File: config.mk
export PLATFORM = sky130hd
export DESIGN_NAME = mep_queue
export DESIGN_NICKNAME = d
export VERILOG_FILES = /design/src/sv/mep_pkg.sv /design/src/sv/mep_queue.sv
export SDC_FILE = /design/constraint.sdc
export NUM_CORES = 1
export LEC_CHECK = 0
export BUFFER_PORTS_ARGS = -buffer_cell sky130_fd_sc_hd__buf_4
export CAP_MARGIN = 20
export CORE_ASPECT_RATIO = 1.5
export CORE_UTILIZATION = 30
export CTS_CLUSTER_DIAMETER = 200
export CTS_CLUSTER_SIZE = 10
export DETAILED_ROUTE_END_ITERATION = 10
export SYNTH_ARGS = -nofsm -noshare
export SYNTH_HDL_FRONTEND = slang
export SYNTH_SLANG_ARGS = --single-unit
File: constraint.sdc
create_clock -name i_clk -period 5.55 [get_ports i_clk]
set_clock_uncertainty 0.05 [all_clocks]
set_input_delay 1.11 -clock i_clk [delete_from_list [all_inputs] [get_ports i_clk]]
set_output_delay 1.11 -clock i_clk [all_outputs]
set_load 0.05 [all_outputs]
File: src/sv/mep_pkg.sv
// ----------------------------------------------------------------------------
// mep_pkg
// Shared types, constants and saturation helpers for the escape-time block.
// ----------------------------------------------------------------------------
package mep_pkg;

    localparam int FRAC_BITS  = 28;
    localparam int COORD_BITS = 13;
    localparam int ITER_BITS  = 16;
    localparam int Z_BITS     = FRAC_BITS + 8;
    localparam int MAG_BITS   = Z_BITS - 1;
    localparam int HALF_BITS  = (MAG_BITS + 1) / 2;
    localparam int HI_BITS    = MAG_BITS - HALF_BITS;
    localparam int PROD_BITS  = 2 * MAG_BITS;
    localparam int SUM_BITS   = Z_BITS + 2;
    localparam int TQ         = 24;
    localparam int QW         = TQ + 1;
    localparam int CNT_BITS   = $clog2(TQ);
    localparam int CFG_IDX_W  = 3;
    localparam int CFG_DATA_W = 32;

    typedef logic signed [Z_BITS-1:0]   t_z;
    typedef logic [MAG_BITS-1:0]        t_mag;
    typedef logic [COORD_BITS-1:0]      t_coord;
    typedef logic [ITER_BITS-1:0]       t_iter;
    typedef logic [CFG_IDX_W-1:0]       t_cfg_idx;

    localparam t_z ZMAX = {1'b0, {(Z_BITS-1){1'b1}}};
    localparam logic [Z_BITS:0] FOUR = (Z_BITS+1)'(4) << FRAC_BITS;

    localparam t_cfg_idx CFG_X_MIN  = 3'd0;
    localparam t_cfg_idx CFG_X_STEP = 3'd1;
    localparam t_cfg_idx CFG_Y_MAX  = 3'd2;
    localparam t_cfg_idx CFG_Y_STEP = 3'd3;
    localparam t_cfg_idx CFG_LIMIT  = 3'd4;

    typedef struct packed {
        t_coord x;
        t_coord y;
        t_z     cr;
        t_z     ci;
    } t_job;

    typedef enum logic [3:0] {
        S_IDLE, S_CHECK, S_MUL_LO, S_MUL_HI, S_SCALE, S_ADD1, S_ADD2,
        S_DIV, S_COL1, S_COL2, S_COL3, S_COL4, S_OUT
    } t_core_state;

    function automatic t_z sat_z(input logic signed [SUM_BITS-1:0] v);
        logic signed [SUM_BITS-1:0] hi;
        logic signed [SUM_BITS-1:0] lo;
        hi = SUM_BITS'(ZMAX);
        lo = -hi;
        if (v > hi) begin
            return ZMAX;
        end else if (v < lo) begin
            return -ZMAX;
        end
        return v[Z_BITS-1:0];
    endfunction

    function automatic t_mag abs_z(input t_z v);
        t_z a;
        a = v[Z_BITS-1] ? -v : v;
        return a[MAG_BITS-1:0];
    endfunction

endpackage

File: src/sv/mep_queue.sv
// ----------------------------------------------------------------------------
// mep_queue
// Two-entry job queue between the coordinate front end and the iteration core.
// ----------------------------------------------------------------------------
module mep_queue
    import mep_pkg::*;
(
    input  logic i_clk,
    input  logic i_rst_n,
    input  logic i_push,
    input  t_job i_job,
    input  logic i_pop,
    output logic o_full,
    output logic o_valid,
    output t_job o_job
);

    t_job       r_mem [2];
    logic       r_wp, r_rp;
    logic [1:0] r_cnt;

    always_ff @(posedge i_clk) begin
        if (!i_rst_n) begin
            r_wp  <= 1'b0;
            r_rp  <= 1'b0;
            r_cnt <= 2'd0;
        end else begin
            if (i_push) begin
                r_wp <= !r_wp;
            end
            if (i_pop) begin
                r_rp <= !r_rp;
            end
            r_cnt <= r_cnt + 2'(i_push) - 2'(i_pop);
        end
    end

    always_ff @(posedge i_clk) begin
        if (i_push) begin
            r_mem[r_wp] <= i_job;
        end
    end

    assign o_full  = (r_cnt == 2'd2);
    assign o_valid = (r_cnt != 2'd0);
    assign o_job   = r_mem[r_rp];

endmodule

==> impl_metrics.py <==
metrics = {
    "power_and_ir_drop": {
        "p_int_mw": 2.83,
        "powerDensity_nw_per_um2": 385,
        "p_leak_nw": 3.72,
        "combPwrFrac": 0.167,
        "peakVddDrop_mv": 0.266,
        "switching_share": 0.260,
        "power_switching_mw": 0.995,
        "p_seq_frac": 0.470,
        "power_frac_clock": 0.364,
    },
    "cells_and_area": {
        "area_growth_pct": 34.9,
        "final_cell_mix": "buf_4, edfxtp_1, mux2_2",
        "drive_above_1_share": 0.590,
        "fin_area_um2": 9950,
        "n_antenna_cell": 0,
        "layout_commonest_cell": "buf_4",
        "stdcell_count": 883,
        "nets": 650,
    },
    "worst_setup_path": {
        "cp_cell_sequence": "buf_4 > mux2_2 > buf_4",
        "rr_startpoint": "r_wp",
        "cp_slowest_cell": "dfxtp_4",
        "cp.arrival_ns": 2.65,
        "worstRegToRegCells": 2,
        "path_buf_inv": 2,
        "cp_common_cell": "buf_4",
        "crit_family": "flip-flops",
        "slowest_delay_ns": 1.01,
        "cp-end-kind": "output pin",
        "critPathKind": "reg -> out",
        "r2r_setup_slack_ns": 3.37,
        "required_ns": 4.39,
        "worstSetupPathDepth": 3,
        "worstPathMaxFanout": 67,
        "r2r-end": "r_mem[1][85]",
        "crit_end": "o_job[13]",
        "worstSetupStartpointType": "flop",
    },
    "synth": {
        "seq_area_frac_synth": 0.812,
        "synthTopCellsByArea": "edfxtp_1, mux2_2, mux2_4, dfxtp_1, buf_6",
        "syn_area_um2": 7370,
        "post-synth-top-area-fraction": 0.798,
        "ys_ff_latch": 201,
        "synthesis.nets": 430,
        "ys_warn_count": 0,
        "synth_area_per_cell_um2": 22.6,
        "synthDistinctLibCells": 14,
        "netlist_instances": 326,
        "yosysTopAreaCell": "edfxtp_1",
    },
    "detailed_routing": {
        "drc_errors": 0,
        "drt-pass1-iter-count": 4,
        "antenna_left": 0,
        "viasPerCell": 4.22,
        "initialDrtViolationCount": 87,
        "wl_per_cell_um": 16.5,
        "drt_wl_total_um": 14500,
        "vias": 3729,
    },
    "floorplan": {
        "start_util": 0.308,
        "die_w_um": 130,
        "row_count": 69,
        "die_h_um": 194,
        "ios": 202,
        "core_um2": 23900,
        "die-area_um2": 25200,
    },
    "timing": {
        "hold_ws_ns": 0.525,
        "setup_viol": 0,
        "min_period_ns": 3.81,
        "slew_violations": 0,
        "rsz0062_at_grt": "no",
        "slew_headroom": 0.317,
        "tightest_slew_ns": 1.02,
        "fin_setup_tns_ns": 0,
        "fin_ws_ns": 1.74,
        "hold_violations": 0,
        "fin_crit_sh": 0.686,
        "fmax_mhz": 262,
    },
    "placed_design": {
        "io_buffer_count": 201,
        "placed_cell_area_um2": 9240,
        "gp_congestion": 0.708,
        "place_hpwl_um": 9610,
        "place_inst": 839,
        "dpl_worst_slack_ns": 2.18,
    },
    "clock_network": {
        "clkSinkCount": 201,
        "clockRootBuffer": "clkbuf_16",
        "cts_buffer_depth": 3,
        "cts_tree": "yes",
        "clkTransAtPathRegs_ns": 0.05,
        "htree_num_levels": 1,
        "cts_resized": 0,
        "postCtsHoldBufs": 0,
        "insertion_delay_ns": 0.50,
        "cts_made_buffers": 24,
        "post-cts-setup-buffers": 0,
    },
    "min_path": {
        "hold_path_class": "reg -> reg",
        "hold_depth": 2,
    },
    "global_route": {
        "antenna_found_initial": 0,
        "track_usage": 0.113,
        "grt_pass1_wl_um": 21600,
        "grt_start_max_net_pins": 70,
        "grt_overflow_total": 0,
        "grt_pass1_vias": 4133,
    },
    "flow_run": {
        "max_cap_violations": 0,
    },
    "status": {
        "status": "finished clean",
    },
}
layer usage:
| layer | part of all wire | vias to the layer above | global-route usage |
|---|---|---|---|
| li1 | - | 1726 | - |
| met1 | 0.33 | 1825 | 0.108 |
| met2 | 0.55 | 143 | 0.213 |
| met3 | 0.082 | 35 | 0.0381 |
| met4 | 0.030 | 0 | 0.0461 |
| met5 | 0 | - | 0 |
worst register-to-register path, cell delays in order (launching register included):
cell     delay [ns]
dfxtp_1        0.40
and2_4         0.81
buf_4          0.57
kinds of logic (layout without fill, tap and decap cells):
| logic type | Yosys count | after routing | share of synthesized area |
|---|---|---|---|
| buffers and inverters | 13 | 251 | 0.0119 |
| adders and majority gates | 2 | 2 | 0.00339 |
| AOI/OAI and AO/OA | 1 | 1 | 0.00102 |
| and+or+nand+nor | 9 | 9 | 0.00764 |
| DFF | 201 | 201 | 0.812 |
| muxes | 98 | 98 | 0.160 |
| xor gates and xnor gates | 2 | 2 | 0.00424 |
layout make-up:
| cell class | count | area, µm² |
|---|---|---|
| tap | 319 | 399 |
| sequential | 201 | 5990 |
| fill | 2144 | 14000 |
| timing repair buffer | 205 | 1540 |
| multi-input combinational | 112 | 1310 |
| inverter | 2 | 7.51 |
| clock buffer | 43 | 693 |
| clock inverter | 1 | 8.76 |
worst min path at each step:
stage	start	end
4_1_cts	r_rp	flop
3_5_place_dp	r_rp	flop
5_1_grt	r_rp	flop
6_report	r_rp	flop
2_1_floorplan	r_rp	flop
3_3_place_gp	r_rp	flop
state kept, by name, indices dropped and copies added (netlist names), named ones only:
register and count:
r_mem 196, r_rp 1, r_wp 1, r_cnt 2
power groups by stage:
stage / combinational, mW / clock [mW] / sequential (mW)
after floorplan: 0.457 / 0 / 1.81
after global placement: 0.636 / 0 / 1.83
after detailed placement: 0.644 / 0 / 1.83
after CTS: 0.646 / 1.45 / 1.80
after global routing: 0.666 / 1.50 / 1.81
final: 0.638 / 1.39 / 1.80
Yosys cell counts (all sizes together):
| cell type | n |
|---|---|
| ha | 2 |
| edfxtp | 196 |
| or2 | 1 |
| xnor3 | 1 |
| mux2 | 98 |
| inv | 2 |
| o21a | 1 |
| xor2 | 1 |
| dfxtp | 5 |
| buf | 11 |
| and2 | 4 |
| nor2b | 4 |
stage by stage:
stage	power, mW	utilization
6_report	3.83	0.416
4_1_cts	3.90	0.416
5_1_grt	3.98	0.416
3_3_place_gp	2.46	0.387
2_1_floorplan	2.26	-
3_5_place_dp	2.48	0.387
Power figures use the tool's default switching activity.
