[config.mk]
export PLATFORM = sky130hd
export DESIGN_NAME = mep_front
export DESIGN_NICKNAME = d
export VERILOG_FILES = /design/src/sv/mep_pkg.sv /design/src/sv/mep_front.sv
export SDC_FILE = /design/constraint.sdc
export NUM_CORES = 2
export LEC_CHECK = 0
export ABC_AREA = 1
export BUFFER_PORTS_ARGS = -buffer_cell sky130_fd_sc_hd__clkbuf_2
export CAP_MARGIN = 10
export CORE_MARGIN = 10
export CORE_UTILIZATION = 44
export CTS_BUF_LIST = sky130_fd_sc_hd__clkbuf_4 sky130_fd_sc_hd__clkbuf_8
export CTS_CLUSTER_SIZE = 25
export DETAILED_ROUTE_END_ITERATION = 7
export MAX_ROUTING_LAYER = met4
export PLACE_DENSITY = 0.63
export SYNTH_ARGS = -nofsm -noshare
export SYNTH_HDL_FRONTEND = slang
export SYNTH_SLANG_ARGS = --single-unit
[constraint.sdc]
create_clock -name i_clk -period 10.9 [get_ports i_clk]
set_clock_uncertainty 0.2 [all_clocks]
set_input_delay 2.725 -clock i_clk [delete_from_list [all_inputs] [get_ports i_clk]]
set_output_delay 2.725 -clock i_clk [all_outputs]
set_load 0.03 [all_outputs]
[src/sv/mep_pkg.sv]
// ----------------------------------------------------------------------------
// mep_pkg
// Shared types, constants and saturation helpers for the escape-time block.
// ----------------------------------------------------------------------------
package mep_pkg;

    localparam int FRAC_BITS  = 28;
    localparam int COORD_BITS = 13;
    localparam int ITER_BITS  = 16;
    localparam int Z_BITS     = FRAC_BITS + 8;
    localparam int MAG_BITS   = Z_BITS - 1;
    localparam int HALF_BITS  = (MAG_BITS + 1) / 2;
    localparam int HI_BITS    = MAG_BITS - HALF_BITS;
    localparam int PROD_BITS  = 2 * MAG_BITS;
    localparam int SUM_BITS   = Z_BITS + 2;
    localparam int TQ         = 24;
    localparam int QW         = TQ + 1;
    localparam int CNT_BITS   = $clog2(TQ);
    localparam int CFG_IDX_W  = 3;
    localparam int CFG_DATA_W = 32;

    typedef logic signed [Z_BITS-1:0]   t_z;
    typedef logic [MAG_BITS-1:0]        t_mag;
    typedef logic [COORD_BITS-1:0]      t_coord;
    typedef logic [ITER_BITS-1:0]       t_iter;
    typedef logic [CFG_IDX_W-1:0]       t_cfg_idx;

    localparam t_z ZMAX = {1'b0, {(Z_BITS-1){1'b1}}};
    localparam logic [Z_BITS:0] FOUR = (Z_BITS+1)'(4) << FRAC_BITS;

    localparam t_cfg_idx CFG_X_MIN  = 3'd0;
    localparam t_cfg_idx CFG_X_STEP = 3'd1;
    localparam t_cfg_idx CFG_Y_MAX  = 3'd2;
    localparam t_cfg_idx CFG_Y_STEP = 3'd3;
    localparam t_cfg_idx CFG_LIMIT  = 3'd4;

    typedef struct packed {
        t_coord x;
        t_coord y;
        t_z     cr;
        t_z     ci;
    } t_job;

    typedef enum logic [3:0] {
        S_IDLE, S_CHECK, S_MUL_LO, S_MUL_HI, S_SCALE, S_ADD1, S_ADD2,
        S_DIV, S_COL1, S_COL2, S_COL3, S_COL4, S_OUT
    } t_core_state;

    function automatic t_z sat_z(input logic signed [SUM_BITS-1:0] v);
        logic signed [SUM_BITS-1:0] hi;
        logic signed [SUM_BITS-1:0] lo;
        hi = SUM_BITS'(ZMAX);
        lo = -hi;
        if (v > hi) begin
            return ZMAX;
        end else if (v < lo) begin
            return -ZMAX;
        end
        return v[Z_BITS-1:0];
    endfunction

    function automatic t_mag abs_z(input t_z v);
        t_z a;
        a = v[Z_BITS-1] ? -v : v;
        return a[MAG_BITS-1:0];
    endfunction

endpackage

[src/sv/mep_front.sv]
// ----------------------------------------------------------------------------
// mep_front
// Maps a pixel position to the point c: two step products, then add and clamp.
// ----------------------------------------------------------------------------
module mep_front
    import mep_pkg::*;
(
    input  logic                   i_clk,
    input  logic                   i_rst_n,
    input  logic                   i_start,
    input  t_coord                 i_pixel_x,
    input  t_coord                 i_pixel_y,
    input  logic signed [31:0]     i_x_min,
    input  logic [30:0]            i_x_step,
    input  logic signed [31:0]     i_y_max,
    input  logic [30:0]            i_y_step,
    input  logic                   i_full,
    output logic                   o_busy,
    output logic                   o_push,
    output t_job                   o_job
);

    localparam int PW = COORD_BITS + 31;
    localparam int SW = PW + 2;

    logic          r_v1, r_v2;
    t_coord        r_x1, r_y1;
    logic [PW-1:0] r_px, r_py;
    t_job          r_job;

    logic signed [SW-1:0] n_cr_full, n_ci_full;
    logic signed [SW-1:0] zhi, zlo;
    t_z                   n_cr, n_ci;

    assign zhi = SW'(ZMAX);
    assign zlo = -zhi;

    always_comb begin
        n_cr_full = SW'(i_x_min) + $signed({2'b00, r_px});
        n_ci_full = SW'(i_y_max) - $signed({2'b00, r_py});
        n_cr = (n_cr_full > zhi) ? ZMAX : (n_cr_full < zlo) ? -ZMAX : n_cr_full[Z_BITS-1:0];
        n_ci = (n_ci_full > zhi) ? ZMAX : (n_ci_full < zlo) ? -ZMAX : n_ci_full[Z_BITS-1:0];
    end

    always_ff @(posedge i_clk) begin
        if (!i_rst_n) begin
            r_v1 <= 1'b0;
            r_v2 <= 1'b0;
        end else begin
            if (i_start && !o_busy) begin
                r_v1 <= 1'b1;
            end else if (r_v1 && !r_v2) begin
                r_v1 <= 1'b0;
            end
            if (r_v1 && !r_v2) begin
                r_v2 <= 1'b1;
            end else if (r_v2 && !i_full) begin
                r_v2 <= 1'b0;
            end
        end
    end

    always_ff @(posedge i_clk) begin
        if (i_start && !o_busy) begin
            r_x1 <= i_pixel_x;
            r_y1 <= i_pixel_y;
            r_px <= PW'(i_pixel_x) * PW'(i_x_step);
            r_py <= PW'(i_pixel_y) * PW'(i_y_step);
        end
        if (r_v1 && !r_v2) begin
            r_job.x  <= r_x1;
            r_job.y  <= r_y1;
            r_job.cr <= n_cr;
            r_job.ci <= n_ci;
        end
    end

    assign o_busy = r_v1 || r_v2;
    assign o_push = r_v2 && !i_full;
    assign o_job  = r_job;

endmodule

==> flow_summary.rst <==
.. list-table::
   :header-rows: 1

   * - Metric
     - Value
   * - Pin count of the biggest net entering global routing
     - 59
   * - Number of cells upsized or downsized after cts
     - 0
   * - Clock Path Buffers
     - 3
   * - Count of hold-fix buffers inserted at cts
     - 0
   * - Wirelength, routed
     - 118 mm
   * - Min Tclk post-route
     - 8200 ps
   * - Critical path cell sequence
     - clkbuf_2 -> nand2_1 -> inv_1 -> fa_1 -> inv_1 -> fa_1 -> inv_1 -> fa_1 -> fa_1 -> inv_1 -> fa_1 -> inv_1 -> ha_1 -> a21oi_1 -> o21ai_0 -> a21oi_1 -> nand2_1 -> nand3_1 -> nand2_1 -> a21oi_1 -> o21bai_1 -> nand3b_1 -> nand2_1 -> xor2_1
   * - Cell at the root of the clock tree
     - sky130_fd_sc_hd__clkbuf_8
   * - Total of flip-flops plus latches after synthesis
     - 214
   * - Headroom to the max-slew limit
     - 29.5%
   * - Portion of the post-synthesis area used by sequential elements
     - 15.6%
   * - Number of buffers inserted by port buffering
     - 255
   * - Capturing element type of the critical path
     - register
   * - Result of the run
     - finished, final reports clean
   * - TritonCTS clock tree
     - built
   * - Drt wl/cell
     - 16.6 um
   * - Post-CTS setup buffer count
     - 0
   * - Number of max-cap violations
     - 0
   * - Layout area overhead
     - 7.53%
   * - Row cnt
     - 112
   * - Number of buffer and inverter instances along the worst setup path
     - 6
   * - DIE AREA
     - 106000 sq um
   * - Worst-case reg-to-reg path depth
     - 14
   * - Synthesized netlist net count
     - 6712
   * - Most used flip-flop cell after synthesis
     - sky130_fd_sc_hd__edfxtp_1
   * - Detailed Route Iter0 Violations
     - 2450
   * - Syn Std Cell Area
     - 41200 sq um
   * - Routability congestion estimate
     - 0.950
   * - Cell family contributing the most delay on the critical path
     - adder cells
   * - Clock Sinks
     - 214
   * - Vias per cell
     - 4.88
   * - Achievable clock frequency
     - 0.122 GHz
   * - CP Launch Point
     - i_pixel_x[1]
   * - Slowest-stage cell, CP
     - sky130_fd_sc_hd__fa_1
   * - Startpoint of the worst register-to-register path
     - r_px[22]
   * - Fraction of registers with async set/reset
     - 0%
   * - WHS Path Cells
     - 0
   * - Remaining Overflow, GRT
     - 0
   * - Hold violation total from the final report
     - 0
   * - Highest-count cells in the layout ignoring fill and taps
     - sky130_fd_sc_hd__nand2_1, sky130_fd_sc_hd__inv_1, sky130_fd_sc_hd__fa_1
   * - Data arrival, critical path
     - 8360 ps
   * - Post-Synthesis Cells
     - 5648
   * - HPWL reported at the end of detailed placement
     - 97.4 mm
   * - Path type of the worst min-delay path
     - register to register
   * - Setup violators final
     - 0
   * - Actual slew at the worst max-slew pin
     - 1050 ps
   * - First-pass DRT Iterations
     - 5
   * - Avg Synthesized Cell Area
     - 7.29 sq um
   * - Vertical extent of the die
     - 326 um
   * - I/O pin total
     - 256
   * - Final number of max-transition violations
     - 0
   * - Logic depth of the worst setup path including buffers
     - 24
   * - Number of flops mapped to enable cells by yosys
     - 212
   * - Total number of H-tree levels
     - 2
   * - Yosys warning total
     - 0
   * - Clock insertion delay at the later pin of the skew report
     - 610 ps
   * - Total Neg Setup Slack
     - 0 ps
   * - Detailed-route via count
     - 34.6k
   * - Max FO, Critical Path
     - 32
   * - Tightest hold margin
     - 204 ps
   * - Number of nets still failing antenna checks after routing
     - 0
   * - Setup repair after global routing missed its margin
     - false
   * - Start point of the worst hold path
     - r_y1[1]
   * - Starting utilization of the core area
     - 44.2%
   * - Initial antenna violation count
     - 13
   * - Count of different cell masters after synthesis
     - 44
   * - Worst Path Required
     - 11060 ps
   * - Period Utilization, post-route
     - 75.2%
   * - Total number of nets in the final design
     - 6862
   * - Fraction of final layout cells sized beyond drive strength 1
     - 5.92%
   * - Die extent in x
     - 326 um
   * - Number of remaining DRC errors
     - 0
   * - Clock-pin slew on the worst setup and hold paths
     - 70 ps
   * - Vias in the first global route
     - 35.2k
   * - Leading cell type in the layout, fill and taps excluded
     - sky130_fd_sc_hd__nand2_1
   * - Stage delay of the slowest cell on the critical path
     - 550 ps
   * - Placeable core region
     - 93000 sq um
   * - Total GRT Usage
     - 22.9%
   * - Critical path startpoint category
     - input port
   * - Num CTS Buffers
     - 36
   * - Global-route wire length before repair
     - 190 mm
   * - Path type of the worst setup path
     - input port to register
-- worst reg2reg max path: cells and delay by family (launching register included) --
| family | cells | cell delay, ps |
|---|---|---|
| AND/OR/NAND/NOR | 10 | 1780 |
| AO/OA/AOI/OAI | 3 | 1020 |
| flip-flops | 1 | 420 |
| adder cells (fa/ha/maj) | 1 | 410 |
-- cell type report --
class	instances	area, sq um
Sequential cell	214	6410
Fill cell	9488	48800
Multi-Input combinational cell	3652	28000
Timing Repair Buffer	265	1350
Clock buffer	42	547
Inverter	1629	6120
Tap cell	1254	1570
Clock inverter	22	225
Antenna cell	12	30.0
-- state kept, by name, summed over array words and instances, names as in the netlist --
register  cells
r_py         44
r_x1         13
r_y1         13
r_v2          1
r_v1          1
r_px         44
o_job        98
-- metrics by stage --
step                      area (sq um)  setup WS [ps]  cells  util [%]
after floorplan                  41200           3070   5648         -
after global placement           43500           2190   7014      46.7
after detailed placement         43500           2110   7014      46.7
after CTS                        44200           2780   7078      47.5
after global routing             44300           2350   7090      47.6
final                            44300           2700   7090      47.6
-- metal layers --
layer	global-route usage (%)	wire (um)	vias to the layer above
li1	-	-	16748
met1	32.0	55100	16541
met2	34.9	51400	1165
met3	3.40	8510	134
met4	5.33	2570	0
met5	-	0	-
-- cells by family (layout without fill, tap and decap cells) --
kind of cell,count (synthesis),count (layout),synth area share (%)
AND/OR/NAND/NOR,2324,2324,22.4
buffers and inverters,1782,1958,16.4
adder cells (fa/ha/maj),908,908,39.3
AO/OA/AOI/OAI,330,330,4.44
flip-flops,214,214,15.6
XOR/XNOR,90,90,1.91
other,0,12,0
-- cell usage after synthesis, types with 3 or more instances --
| cell type | instances | share of area, % |
|---|---|---|
| sky130_fd_sc_hd__inv_1 | 1628 | 15 |
| sky130_fd_sc_hd__xor2_1 | 61 | 1.3 |
| sky130_fd_sc_hd__nand2_1 | 1808 | 16 |
| sky130_fd_sc_hd__fa_1 | 640 | 31 |
| sky130_fd_sc_hd__a21boi_0 | 5 | 0.091 |
| sky130_fd_sc_hd__ha_1 | 268 | 8.1 |
| sky130_fd_sc_hd__edfxtp_1 | 212 | 15 |
| sky130_fd_sc_hd__buf_2 | 5 | 0.061 |
| sky130_fd_sc_hd__xnor2_1 | 29 | 0.62 |
| sky130_fd_sc_hd__nand3b_1 | 28 | 0.51 |
| sky130_fd_sc_hd__clkbuf_1 | 140 | 1.3 |
| sky130_fd_sc_hd__o21ai_1 | 6 | 0.073 |
| sky130_fd_sc_hd__a21oi_1 | 180 | 2.2 |
| sky130_fd_sc_hd__nor4_1 | 3 | 0.046 |
| sky130_fd_sc_hd__a31oi_1 | 32 | 0.49 |
| sky130_fd_sc_hd__nand3_2 | 4 | 0.097 |
| sky130_fd_sc_hd__o21ai_0 | 63 | 0.77 |
| sky130_fd_sc_hd__nor2_2 | 7 | 0.11 |
| sky130_fd_sc_hd__o21bai_1 | 15 | 0.27 |
| sky130_fd_sc_hd__nand3_1 | 138 | 1.7 |
| sky130_fd_sc_hd__nand4_1 | 45 | 0.68 |
| sky130_fd_sc_hd__o211ai_1 | 5 | 0.091 |
| sky130_fd_sc_hd__and2_1 | 4 | 0.061 |
| sky130_fd_sc_hd__a21o_1 | 6 | 0.11 |
| sky130_fd_sc_hd__buf_6 | 6 | 0.16 |
| sky130_fd_sc_hd__nor2_1 | 265 | 2.4 |
| sky130_fd_sc_hd__nor3_1 | 12 | 0.15 |
| sky130_fd_sc_hd__o221ai_1 | 3 | 0.064 |
| sky130_fd_sc_hd__o21a_1 | 6 | 0.11 |
-- final timing paths --
path                             endpoint  slack, ps
worst min register to register  o_job[73]        200
worst min-delay path            o_job[73]        200
worst max-delay path             r_px[42]       2700
worst max register to register  o_job[66]       6770
Power is left out: the tool's default activity adds up to more than one toggle a clock period on the data nets, which glitch-free logic cannot reach.
